**src/rtl/rsi_pkg.sv**
```systemverilog
`timescale 1ns / 1ps
package rsi_pkg;
	localparam int PRICE_BITS_DEF = 32;
	localparam int AVG_EXTRA_DEF = 16;
	localparam logic [7:0] PERIOD_RESET = 8'd14;
	localparam logic [7:0] WARM_DONE = 8'd255;
	localparam int RSI_BITS = 23;
	localparam logic [RSI_BITS-1:0] RSI_SCALE = 23'd6553600;
	localparam int QDEPTH = 2;
endpackage

```
**src/rtl/rsi_wilder_indicator.sv**
```systemverilog
`timescale 1ns / 1ps
// channel   dir  fields (tdata low bit up)             handshake
// s_axis    in   close_price[31:0]; tuser=series_start  tvalid/tready
// m_axis    out  rsi_value[22:0]; tuser=rsi_valid        tvalid/tready
// cfg       in   period_days                            cfg_we
// Smoothing or ending warm-up runs on the shared bit-serial divider (three 72-step divisions,
// one quotient bit a cycle); two divisions when the average loss is zero, and none for a
// first price or a warm-up step.
// Reset clears run state and sets the period to 14.
// A two-entry queue lets prices be taken while the back end divides; a waiting result
// holds the back end.
module rsi_wilder_indicator import rsi_pkg::*; #(
	parameter int PRICE_BITS = PRICE_BITS_DEF,
	parameter int AVG_EXTRA = AVG_EXTRA_DEF
) (
	input  logic                  clk,
	input  logic                  arst_n,
	input  logic                  cfg_we,
	input  logic [7:0]            cfg_wdata,
	input  logic                  s_axis_tvalid,
	output logic                  s_axis_tready,
	input  logic [((PRICE_BITS+7)/8)*8-1:0] s_axis_tdata, // close_price
	input  logic                  s_axis_tuser,  // series_start
	output logic                  m_axis_tvalid,
	input  logic                  m_axis_tready,
	output logic [23:0]           m_axis_tdata,  // rsi_value
	output logic                  m_axis_tuser   // rsi_valid
);
	logic [7:0]          period_q;
	logic                q_valid, q_ready, q_first;
	logic [PRICE_BITS:0] q_delta;
	logic [RSI_BITS-1:0] rsi;

	always_ff @(posedge clk or negedge arst_n) begin
		if (!arst_n) period_q <= PERIOD_RESET;
		else if (cfg_we) period_q <= cfg_wdata;
	end

	rsi_front #(.PRICE_BITS(PRICE_BITS)) u_front (
		.clk, .arst_n, .in_valid(s_axis_tvalid), .in_ready(s_axis_tready),
		.price(s_axis_tdata[PRICE_BITS-1:0]), .start(s_axis_tuser),
		.q_valid, .q_ready, .q_delta, .q_first);

	rsi_back #(.PRICE_BITS(PRICE_BITS), .AVG_EXTRA(AVG_EXTRA)) u_back (
		.clk, .arst_n, .period(period_q), .q_valid, .q_ready, .q_delta, .q_first,
		.o_valid(m_axis_tvalid), .o_ready(m_axis_tready), .o_rsi(rsi), .o_ok(m_axis_tuser));

	assign m_axis_tdata = {1'b0, rsi};
endmodule

```
**src/rtl/rsi_front.sv**
```systemverilog
`timescale 1ns / 1ps
module rsi_front import rsi_pkg::*; #(
	parameter int PRICE_BITS = PRICE_BITS_DEF
) (
	input  logic                  clk,
	input  logic                  arst_n,
	input  logic                  in_valid,
	output logic                  in_ready,
	input  logic [PRICE_BITS-1:0] price,
	input  logic                  start,
	output logic                  q_valid,
	input  logic                  q_ready,
	output logic [PRICE_BITS:0]   q_delta,
	output logic                  q_first
);
	// classifies each price as first / gain / loss; bit PRICE_BITS = gain flag
	logic [PRICE_BITS-1:0] prev_q;
	logic                  have_q;
	logic [PRICE_BITS:0]   dq_q [QDEPTH];
	logic                  fq_q [QDEPTH];
	logic [1:0]            cnt_q;
	logic                  rd_q, wr_q;
	logic                  push, pop, gain;
	logic [PRICE_BITS-1:0] mag;

	assign in_ready = (cnt_q != 2'(QDEPTH));
	assign push = in_valid && in_ready;
	assign q_valid = (cnt_q != 2'd0);
	assign pop = q_valid && q_ready;
	assign q_delta = dq_q[rd_q];
	assign q_first = fq_q[rd_q];
	assign gain = price > prev_q;
	assign mag = gain ? price - prev_q : prev_q - price;

	always_ff @(posedge clk or negedge arst_n) begin
		if (!arst_n) begin
			prev_q <= '0;
			have_q <= 1'b0;
			cnt_q <= '0;
			rd_q <= 1'b0;
			wr_q <= 1'b0;
		end else begin
			if (push) begin
				prev_q <= price;
				have_q <= 1'b1;
				wr_q <= ~wr_q;
			end
			if (pop) rd_q <= ~rd_q;
			cnt_q <= cnt_q + 2'(push) - 2'(pop);
		end
	end

	always_ff @(posedge clk) begin
		if (push) begin
			dq_q[wr_q] <= {gain, mag};
			fq_q[wr_q] <= start || !have_q;
		end
	end
endmodule

```
**src/rtl/rsi_back.sv**
```systemverilog
`timescale 1ns / 1ps
module rsi_back import rsi_pkg::*; #(
	parameter int PRICE_BITS = PRICE_BITS_DEF,
	parameter int AVG_EXTRA = AVG_EXTRA_DEF
) (
	input  logic                  clk,
	input  logic                  arst_n,
	input  logic [7:0]            period,
	input  logic                  q_valid,
	output logic                  q_ready,
	input  logic [PRICE_BITS:0]   q_delta,
	input  logic                  q_first,
	output logic                  o_valid,
	input  logic                  o_ready,
	output logic [RSI_BITS-1:0]   o_rsi,
	output logic                  o_ok
);
	localparam int AW = PRICE_BITS + AVG_EXTRA;
	localparam int NW = AW + 1;          // divisor width, fits the sum of averages
	localparam int RW = AW + 1 + RSI_BITS; // dividend for rsi
	localparam int DW = (RW > NW) ? RW : NW;
	localparam int CW = $clog2(DW + 1);

	typedef enum logic [6:0] {
		S_IDLE = 7'b0000001, S_DG = 7'b0000010, S_DL = 7'b0000100,
		S_MUL = 7'b0001000, S_DR = 7'b0010000, S_FIN = 7'b0100000,
		S_OUT = 7'b1000000
	} st_t;

	st_t st_q;
	logic [7:0]          seen_q;
	logic [AW-1:0]       g_q, l_q;
	logic [AW-1:0]       xg_q, xl_q;
	logic                warm_q;
	logic [7:0]          n;
	// shared restoring divider
	logic [DW-1:0]       num_q, quo_q;
	logic [NW:0]         rem_q;
	logic [NW-1:0]       den_q;
	logic [CW-1:0]       bit_q;
	logic                busy_q;
	logic                done_q;
	logic [NW:0]         rtry;
	logic                sub_neg_q;
	logic [RSI_BITS-1:0] rsi_q;
	logic                ok_q;
	logic [AW-1:0]       mag_sc;
	logic [AW:0]         sumg, suml;
	logic [AW-1:0]       amax;
	logic [RW-1:0]       prod;

	assign n = (period == 8'd0) ? 8'd1 : period;
	assign amax = '1;
	assign q_ready = (st_q == S_IDLE) && !o_valid;
	assign mag_sc = (q_delta[PRICE_BITS-1:0] > PRICE_BITS'(amax >> AVG_EXTRA)) ? amax
		: (AW'(q_delta[PRICE_BITS-1:0]) << AVG_EXTRA);
	assign sumg = {1'b0, g_q} + {1'b0, (q_delta[PRICE_BITS] ? mag_sc : '0)};
	assign suml = {1'b0, l_q} + {1'b0, (q_delta[PRICE_BITS] ? '0 : mag_sc)};
	assign rtry = {rem_q[NW-1:0], num_q[DW-1]} - {1'b0, den_q};
	assign o_rsi = rsi_q;
	assign o_ok = ok_q;

	// control FSM and the division of num by den, result in quo_q, remainder in rem_q
	always_ff @(posedge clk or negedge arst_n) begin
		if (!arst_n) begin
			st_q <= S_IDLE;
			seen_q <= '0;
			g_q <= '0;
			l_q <= '0;
			busy_q <= 1'b0;
			done_q <= 1'b0;
			bit_q <= '0;
			o_valid <= 1'b0;
			warm_q <= 1'b0;
		end else begin
			if (o_valid && o_ready) o_valid <= 1'b0;
			if (busy_q) begin
				num_q <= num_q << 1;
				if (!rtry[NW]) begin
					rem_q <= rtry;
					quo_q <= {quo_q[DW-2:0], 1'b1};
				end else begin
					rem_q <= {rem_q[NW-1:0], num_q[DW-1]};
					quo_q <= {quo_q[DW-2:0], 1'b0};
				end
				bit_q <= bit_q - 1'b1;
				if (bit_q == CW'(1)) begin
					busy_q <= 1'b0;
					done_q <= 1'b1;
				end
			end
			unique case (st_q)
				S_IDLE: if (q_valid && q_ready) begin
					if (q_first) begin
						seen_q <= '0;
						g_q <= '0;
						l_q <= '0;
						rsi_q <= '0;
						ok_q <= 1'b0;
						st_q <= S_OUT;
					end else if (seen_q != WARM_DONE) begin
						g_q <= sumg[AW] ? amax : sumg[AW-1:0];
						l_q <= suml[AW] ? amax : suml[AW-1:0];
						if (seen_q + 8'd1 >= n) begin
							warm_q <= 1'b1;
							seen_q <= WARM_DONE;
							xg_q <= '0;
							xl_q <= '0;
							st_q <= S_DG;
						end else begin
							seen_q <= seen_q + 8'd1;
							rsi_q <= '0;
							ok_q <= 1'b0;
							st_q <= S_OUT;
						end
					end else begin
						warm_q <= 1'b0;
						xg_q <= q_delta[PRICE_BITS] ? mag_sc : '0;
						xl_q <= q_delta[PRICE_BITS] ? '0 : mag_sc;
						st_q <= S_DG;
					end
					sub_neg_q <= 1'b0;
					busy_q <= 1'b0;
				end
				S_DG, S_DL: begin
					if (done_q) begin
						// division finished: apply
						done_q <= 1'b0;
						if (st_q == S_DG) begin
							if (warm_q) g_q <= AW'(quo_q);
							else if (!sub_neg_q) g_q <= g_q + AW'(quo_q);
							else g_q <= g_q - AW'(quo_q) - AW'(rem_q != '0);
							st_q <= S_DL;
						end else begin
							if (warm_q) l_q <= AW'(quo_q);
							else if (!sub_neg_q) l_q <= l_q + AW'(quo_q);
							else l_q <= l_q - AW'(quo_q) - AW'(rem_q != '0);
							st_q <= S_MUL;
						end
					end else if (!busy_q) begin
						// launch
						busy_q <= 1'b1;
						bit_q <= CW'(DW);
						rem_q <= '0;
						quo_q <= '0;
						den_q <= NW'(n);
						if (st_q == S_DG) begin
							sub_neg_q <= !warm_q && (xg_q < g_q);
							num_q <= warm_q ? DW'(g_q) :
								(xg_q >= g_q ? DW'(xg_q - g_q) : DW'(g_q - xg_q));
						end else begin
							sub_neg_q <= !warm_q && (xl_q < l_q);
							num_q <= warm_q ? DW'(l_q) :
								(xl_q >= l_q ? DW'(xl_q - l_q) : DW'(l_q - xl_q));
						end
					end
				end
				S_MUL: begin
					// times 100 in Q16: 2^22 + 2^21 + 2^18
					prod <= (RW'(g_q) << 22) + (RW'(g_q) << 21) + (RW'(g_q) << 18);
					st_q <= S_DR;
				end
				S_DR: begin
					if (l_q == '0) begin
						rsi_q <= '0;
						ok_q <= 1'b1;
						st_q <= S_OUT;
					end else if (done_q) begin
						done_q <= 1'b0;
						rsi_q <= RSI_BITS'(quo_q);
						ok_q <= 1'b1;
						st_q <= S_OUT;
					end else if (!busy_q) begin
						busy_q <= 1'b1;
						bit_q <= CW'(DW);
						rem_q <= '0;
						quo_q <= '0;
						num_q <= DW'(prod);
						den_q <= {1'b0, g_q} + {1'b0, l_q};
					end
				end
				S_OUT: begin
					o_valid <= 1'b1;
					st_q <= S_IDLE;
				end
				default: st_q <= S_IDLE;
			endcase
		end
	end

	assert property (@(posedge clk) disable iff (!arst_n) o_valid && !o_ready |=> o_valid)
		else $error("result dropped");
	assert property (@(posedge clk) disable iff (!arst_n) q_ready |-> !busy_q)
		else $error("accept while divider busy");
	assert property (@(posedge clk) disable iff (!arst_n) o_valid && o_ok |-> rsi_q <= RSI_SCALE)
		else $error("rsi out of range");
endmodule

```
**config.mk**
```make
export PLATFORM = sky130hd
export DESIGN_NAME = rsi_wilder_indicator
export DESIGN_NICKNAME = d
export VERILOG_FILES = /design/src/rtl/rsi_pkg.sv /design/src/rtl/rsi_wilder_indicator.sv /design/src/rtl/rsi_front.sv /design/src/rtl/rsi_back.sv
export SDC_FILE = /design/constraint.sdc
export NUM_CORES = 2
export LEC_CHECK = 0
export ABC_AREA = 1
export BUFFER_PORTS_ARGS = -buffer_cell sky130_fd_sc_hd__buf_2
export CAP_MARGIN = 20
export CORE_MARGIN = 1
export CORE_UTILIZATION = 38
export CTS_CLUSTER_SIZE = 25
export DETAILED_ROUTE_END_ITERATION = 6
export PLACE_DENSITY = 0.51
export REMOVE_ABC_BUFFERS = 1
export SLEW_MARGIN = 15
export SYNTH_ARGS = -nofsm -noshare
export SYNTH_HDL_FRONTEND = slang
export SYNTH_SLANG_ARGS = --single-unit
```
**constraint.sdc**
```tcl
create_clock -name clk -period 8.5 [get_ports clk]
set_clock_uncertainty 0.1 [all_clocks]
set_input_delay 0 -clock clk [delete_from_list [all_inputs] [get_ports clk]]
set_output_delay 0 -clock clk [all_outputs]
set_load 0.005 [all_outputs]
```
== Yosys cells after proc, flatten, opt, wreduce, memory -nomap -nowiden ==
Memories as Yosys holds them, arrays and structs flattened.
Index checks and enable logic that the tools add are counted.
Word-level totals
  memory bits (writable): 68
  input bits: 46
  memories: 2
  logic and storage cells: 221
  output and inout bits: 27
  register bits after elaboration: 603
Cells by class
  magnitude comparators: 7
  $add $sub $neg: 22
  eq/ne operators: 22
  reductions and logical operators: 30
  bitwise operators: 3
  multiplexer cells: 110
Memories
  u_front.dq_q: words 2, bits a word 33, read ports 1, clocked after Yosys merged registers in 0, wr ports 1, line rsi_front.sv:19  | logic [PRICE_BITS:0] dq_q [QDEPTH];
  u_front.fq_q: words 2, bits a word 1, read ports 1, clocked after Yosys merged registers in 0, wr ports 1, line rsi_front.sv:20  | logic fq_q [QDEPTH];
Operator list (number)
  $mux 72: 15
  $mux 48: 22
  $pmux 72 s2: 2
  $mux 50: 5
  $mux 49: 5
  $sub 48x48->49: 4
  $pmux 48 s2: 2
  $add 48x48->49: 3
  $mux 23: 6
  $pmux 50 s2: 1
  $pmux 49 s2: 1
  $add 48x48->48: 2
  $ge 48x48->1: 2
  $lt 48x48->1: 2
  $sub 48x1->48: 2
  $sub 48x48->48: 2
  $mux 7: 11
  $add 72x66->72: 1
  $add 70x69->71: 1
  $sub 32x32->32: 2
  $reduce_bool 50->1: 1
  $sub 50x49->50: 1
  $logic_not 48->1: 1
  $pmux 23 s2: 1
  39 further kinds: 99

== Depth between registers and ports, before layout ==
An unclocked memory read counts as a cell.
  word-level depth: 10
  gate-level depth with buffers: 28
  gate-level depth less buffers: 28

== Modules after synthesis ==
From an unflattened synthesis, not the netlist that was laid out.
Second synthesis, totals
  cell total of the unflattened synthesis: 12210
  area total of the unflattened synthesis: 76385.8 sq um
By module, submodules not included
  rsi_back: instances 1, cells each 10810, sequential area each 13869.6 sq um, area an instance 67028.0 sq um
  rsi_front: instances 1, cells each 1364, sequential area each 2967.8 sq um, area an instance 9037.4 sq um
  rsi_wilder_indicator: instances 1, cells each 36, sequential area each 203.9 sq um, area an instance 320.3 sq um

== Worst setup path before layout ==
OpenSTA, ideal clock, no wires.
  kind: reg-to-reg
  from: reg u_back.seen_q[2]
  to: reg u_back.xg_q[16] (enable)
  required time: 7.756 ns
  period minus slack after synthesis: 9.043 ns
  path buffers: 0
  setup time: 0.644 ns
  cell stages (with the launch flop): 13
  path slack: -0.543 ns
  data arrival time: 8.299 ns
  cell sequence: dfrtp_1 inv_1 nor3_1 inv_1 nor2_1 nand2_1 nor3_1 xor2_1 ha_1 nand2_1 o2111ai_1 o21ai_0 nor4_1
On the way
  cells in the longest elaborated chain, start to end: 4
  elaborated cells between the ends (all ways): 5
  classes of those cells: add/sub: 1; order compare: 1; eq/ne: 2; reduce/logical: 1
Ends and longest elaborated chain
  start, declared: line rsi_back.sv:31  | logic [7:0] seen_q;
  start signal, assigned: line rsi_back.sv:111  | seen_q <= seen_q + 8'd1;
  $add 8x1->8: line rsi_back.sv:104  | if (seen_q + 8'd1 >= n) begin
  $ge 8x8->1: line rsi_back.sv:104
  $ne 2x2->1 (no source line) *
  $reduce_and 5->1 (no source line) *
  end signal, assigned: line rsi_back.sv:118  | xg_q <= q_delta[PRICE_BITS] ? mag_sc : '0;
  end, declared: line rsi_back.sv:33  | logic [AW-1:0] xg_q, xl_q;
Every way passes the cells marked *; elsewhere a longest branch is shown, timed or not.
A chain may end at the register's enable or synchronous reset.

== Worst setup path in the final report ==
  from: reg u_back.rem_q[47]
  to: reg u_back.g_q[30]
On the way
  cells in the longest elaborated chain, start to end: 7
Ends and longest elaborated chain
  start, declared: line rsi_back.sv:38  | logic [NW:0] rem_q;
  start signal, assigned: line rsi_back.sv:80  | rem_q <= rtry;
  start signal, assigned: line rsi_back.sv:83  | rem_q <= {rem_q[NW-1:0], num_q[DW-1]};
  $reduce_bool 50->1: line rsi_back.sv:132  | else g_q <= g_q - AW'(quo_q) - AW'(rem_q != '0);
  $sub 48x1->48: line rsi_back.sv:132
  $mux 48: line rsi_back.sv:131  | else if (!sub_neg_q) g_q <= g_q + AW'(quo_q);
  $mux 48: line rsi_back.sv:130  | if (warm_q) g_q <= AW'(quo_q);
  $mux 48: line rsi_back.sv:129  | if (st_q == S_DG) begin
  $mux 48: line rsi_back.sv:126  | if (done_q) begin
  $pmux 48 s2: line rsi_back.sv:92  | unique case (st_q)
  end signal, assigned: line rsi_back.sv:130
  end signal, assigned: line rsi_back.sv:131
  end signal, assigned: line rsi_back.sv:132
  end, declared: line rsi_back.sv:32  | logic [AW-1:0] g_q, l_q;
No other way between the ends. The select of a mux whose other input is x is not followed.

==> load_flow_metrics.sql <==
INSERT INTO impl_metrics (metric_group, metric, value, unit) VALUES
('synth', 'yosys.area.top_type_share', '16.7', '%'),
('timing', 'final.period_utilization', '76.8', '%'),
('synth', 'synth_seq_area_share', '22.0', '%'),
('synth', 'post-synth-top-count-cell', 'nand2_1', ''),
('grt', 'total_routing_usage_reported_by_global_routing', '40.6', '%'),
('setup_path', 'critical_path_required', '9.10', 'ns'),
('final_layout', 'syn2layout_area_growth', '10.0', '%'),
('timing', 'measured_slew_at_the_worst_slew_check_pin', '1.34', 'ns'),
('floorplanning', 'floorplan.core_area', '202000', 'µm²'),
('cts', 'clockRootBuffer', 'clkbuf_16', ''),
('cts', 'cts_tree', 'done', ''),
('cts', 'clock_latency', '0.78', 'ns'),
('cts', 'clk_path_buf_depth', '3', ''),
('timing', 'holdWs', '0.104', 'ns'),
('floorplanning', 'die_h', '453', 'µm'),
('setup_path', 'timing_worst_setup_path_type', 'flip-flop to flip-flop', ''),
('synth', 'synth_warnings', '0', ''),
('final_layout', 'n_fill_cell', '22000', ''),
('grt', 'grt_antenna_before_repair', '52', ''),
('hold_path', 'min-delay-path-class', 'input port to flip-flop', ''),
('final_layout', 'post_route_cells_drive_above_1_share', '4.57', '%'),
('detailed_routing', 'drt_pre_antenna_iters', '6', ''),
('setup_path', 'setup.worst_path.start_class', 'flip-flop', ''),
('detailed_routing', 'number_of_antenna_violating_nets_in_the_routed_design', '0', ''),
('cts', 'cts_buffer_count', '81', ''),
('setup_path', 'cp_delay_by_family_top', 'simple AND/OR/NAND/NOR gates', ''),
('synth', 'synth.cell_area', '77400', 'µm²'),
('timing', 'final.min_clock_period', '6.53', 'ns'),
('synth', 'average_footprint_of_a_synthesized_cell', '6.25', 'µm²'),
('detailed_routing', 'routed-via-count', '88700', ''),
('final_layout', 'nets', '13300', ''),
('timing', 'slew_headroom', '8.08', '%'),
('setup_path', 'timing.critical_path.slowest_stage_cell', 'fa_1', ''),
('setup_path', 'crit_fanout', '5', ''),
('setup_path', 'crit_path_max_incr_delay', '0.76', 'ns'),
('floorplanning', 'die_area', '206000', 'µm²'),
('detailed_routing', 'via_per_inst', '5.81', ''),
('cts', 'clkSinkCount', '596', ''),
('grt', 'globalRoute.totalOverflow', '0', ''),
('setup_path', 'cp_common_cell', 'nand2_1', ''),
('outcome', 'status', 'finished clean', ''),
('detailed_routing', 'remaining_drc_errors', '0', ''),
('timing', 'totalNegativeSetupSlack', '0', 'ns'),
('synth', 'synth_ff_type', 'edfxtp_1', ''),
('synth', 'ys_async_sr_fraction', '27.9', '%'),
('setup_path', 'critical_path.n_buffers_inverters', '4', ''),
('detailed_routing', 'total_wirelength_of_the_detailed_routed_design', '432', 'mm'),
('cts', 'htree_num_levels', '3', ''),
('detailed_routing', 'wire_per_inst', '28.3', 'µm'),
('timing', 'timing.final.max_slew_violations', '0', ''),
('timing', 'setup_viol_count_final', '0', ''),
('cts', 'cts.clk_slew.worst_paths', '0.06', 'ns'),
('placed_design', 'detailedPlacementHpwl', '354', 'mm'),
('floorplanning', 'number_of_core_rows', '165', ''),
('detailed_routing', 'detailedRoute.firstIterationViolations', '10800', ''),
('synth', 'yosysUniqueCellTypes', '70', ''),
('placed_design', 'port_buffers', '71', ''),
('synth', 'yosysTopAreaCell', 'edfxtp_1', ''),
('grt', 'largest_net_degree_at_the_start_of_global_routing', '131', ''),
('grt', 'number_of_global_route_vias_before_repair', '82600', ''),
('synth', 'top_cells_by_instance_count_after_synthesis', 'nand2_1 (3033), inv_1 (1888), nor2_1 (1410), a21oi_1 (1199), o21ai_0 (956)', ''),
('timing', 'clock.fmax', '153', 'MHz'),
('grt', 'grt_first_pass_wirelength', '601', 'mm'),
('run', 'cap_viol_max_count', '0', ''),
('timing', 'timing.final.hold_violations', '0', ''),
('synth', 'synth_enable_flop_cells', '430', ''),
('placed_design', 'gp_routability_congestion', '1.11', ''),
('floorplanning', 'die_width', '453', 'µm'),
('synth', 'number_of_synthesized_register_bits', '596', ''),
('floorplanning', 'initial_core_util', '38.3', '%'),
('synth', 'netlist_top_cells_area', 'edfxtp_1 (17%), nand2_1 (15%), ha_1 (12%)', ''),
('setup_path', 'cp-end-kind', 'flip-flop', ''),
('synth', 'synthesized_instance_count', '12400', ''),
('setup_path', 'cp_data_arrival_time', '7.13', 'ns'),
('floorplanning', 'number_of_top_level_pins', '73', ''),
('timing', 'unrepaired_setup_endpoints_after_global_routing', 'no', '');
## worst register-to-register path, stage by stage, from the launching register on
cell and delay [ns]:
edfxtp_1 0.44, nor4_1 0.53, nand4_1 0.17, nor3_1 0.42
nand2_1 0.63, fa_1 0.77, inv_1 0.06, ha_1 0.16
or2_2 0.35, fa_1 0.37, inv_1 0.08, nand2_1 0.05
nand2_1 0.06, nand2_1 0.11, a21boi_1 0.25, inv_1 0.12
a21boi_1 0.49, o21ai_0 0.47, nand2_1 0.22, nand2_1 0.07
nand2_1 0.07, nand3_1 0.06, o21ai_0 0.12, nand2_1 0.07
nand3_1 0.08, o21ai_0 0.09, inv_1 0.07
## cells by family (layout without fill, tap and decap cells)
group                    count (synthesis)  in the layout  synth area share (%)
AO/OA/AOI/OAI                         2768           2768                  19.8
XOR/XNOR                               314            314                  3.55
adder cells (fa/ha/maj)                777            777                  12.7
buffers and inverters                 2230           2417                  11.1
flip-flops                             596            596                  22.0
multiplexers                            47             47                 0.619
other                                    2             28               0.00970
AND/OR/NAND/NOR                       5655           5655                  30.2
## cell type report
class	count	area, µm²	share of cell area [%]
well taps	2672	3340	3.93
clock inverters	49	618	0.726
multi-input cells	9566	51800	60.9
flip-flops and latches	596	17100	20.1
repair buffers	345	2760	3.24
inverters	1921	7220	8.48
diodes	23	57.6	0.0676
clock buffers	102	2230	2.62
## cell usage in the layout (no fill, tap or decap), types with 85 or more instances in the layout
| master | netlist | routed |
|---|---|---|
| nor3_1 | 146 | 145 |
| a21oi_1 | 1199 | 1199 |
| o21ai_0 | 956 | 955 |
| xnor2_1 | 104 | 104 |
| edfxtp_1 | 430 | 430 |
| inv_1 | 1888 | 1883 |
| dlygate4sd3_1 | 0 | 103 |
| clkbuf_16 | 0 | 85 |
| dfrtp_1 | 162 | 149 |
| nand4_1 | 117 | 117 |
| o21bai_1 | 85 | 85 |
| nand2_1 | 3033 | 3032 |
| buf_4 | 19 | 165 |
| xor2_1 | 210 | 210 |
| ha_1 | 763 | 763 |
| nand3_1 | 713 | 712 |
| nor2_1 | 1410 | 1402 |
| o211ai_1 | 97 | 97 |
## final timing paths
path                                  startpoint  slack (ns)             end  cells past startpoint
worst max register to register  u_back.rem_q[47]        1.97  u_back.g_q[30]                     26
max in group asynchronous                 arst_n        6.11  u_back.g_q[46]                      5
min in group asynchronous                 arst_n        0.57  u_back.st_q[0]                      3
worst min-delay path                      cfg_we        0.10     period_q[4]                      3
worst min register to register    u_front.have_q        0.36  u_front.have_q                      2
worst max-delay path            u_back.rem_q[47]        1.97  u_back.g_q[30]                     26
## stage by stage
| stage | cells | area (µm²) | setup slack (ns) | util, % |
|---|---|---|---|---|
| after detailed placement | 15000 | 81200 | 2.16 | 40.1 |
| after global routing | 15300 | 85100 | 1.68 | 42.1 |
| after floorplan | 12100 | 76000 | -0.543 | - |
| after CTS | 15200 | 85100 | 2.11 | 42.0 |
| final | 15300 | 85200 | 1.97 | 42.1 |
| after global placement | 15000 | 81100 | 2.06 | 40.1 |
## repair_timing
action / CTS / global route
gates resized for setup: 0 / 0
hold endpoints to repair: 220 / 45
buffers inserted: 0 / 0
hold buffers: 102 / 1
setup endpoints to repair: 0 / 0
## layer usage
layer / wire, µm / up-vias / global-route usage, %
li1: - / 41100 / -
met1: 175000 / 42000 / 51.4
met2: 184000 / 4516 / 62.1
met3: 40000 / 1027 / 8.91
met4: 32500 / 42 / 26.3
met5: 278 / - / 0
## flip-flops by register name, summed over array words and instances, names as in the netlist, 2 cells and up
name,count
u_back.o_rsi,23
u_back.bit_q,7
u_front.dq_q,66
u_back.st_q,6
u_back.prod,54
u_back.l_q,48
u_front.cnt_q,2
u_back.xl_q,32
u_back.num_q,72
u_back.rem_q,50
u_back.seen_q,8
u_front.fq_q,2
u_back.g_q,48
u_back.xg_q,32
u_front.prev_q,32
u_back.den_q,49
u_back.quo_q,48
period_q,8
Power is left out: the tool's default activity adds up to more than one toggle a clock period on the data nets, which glitch-free logic cannot reach.
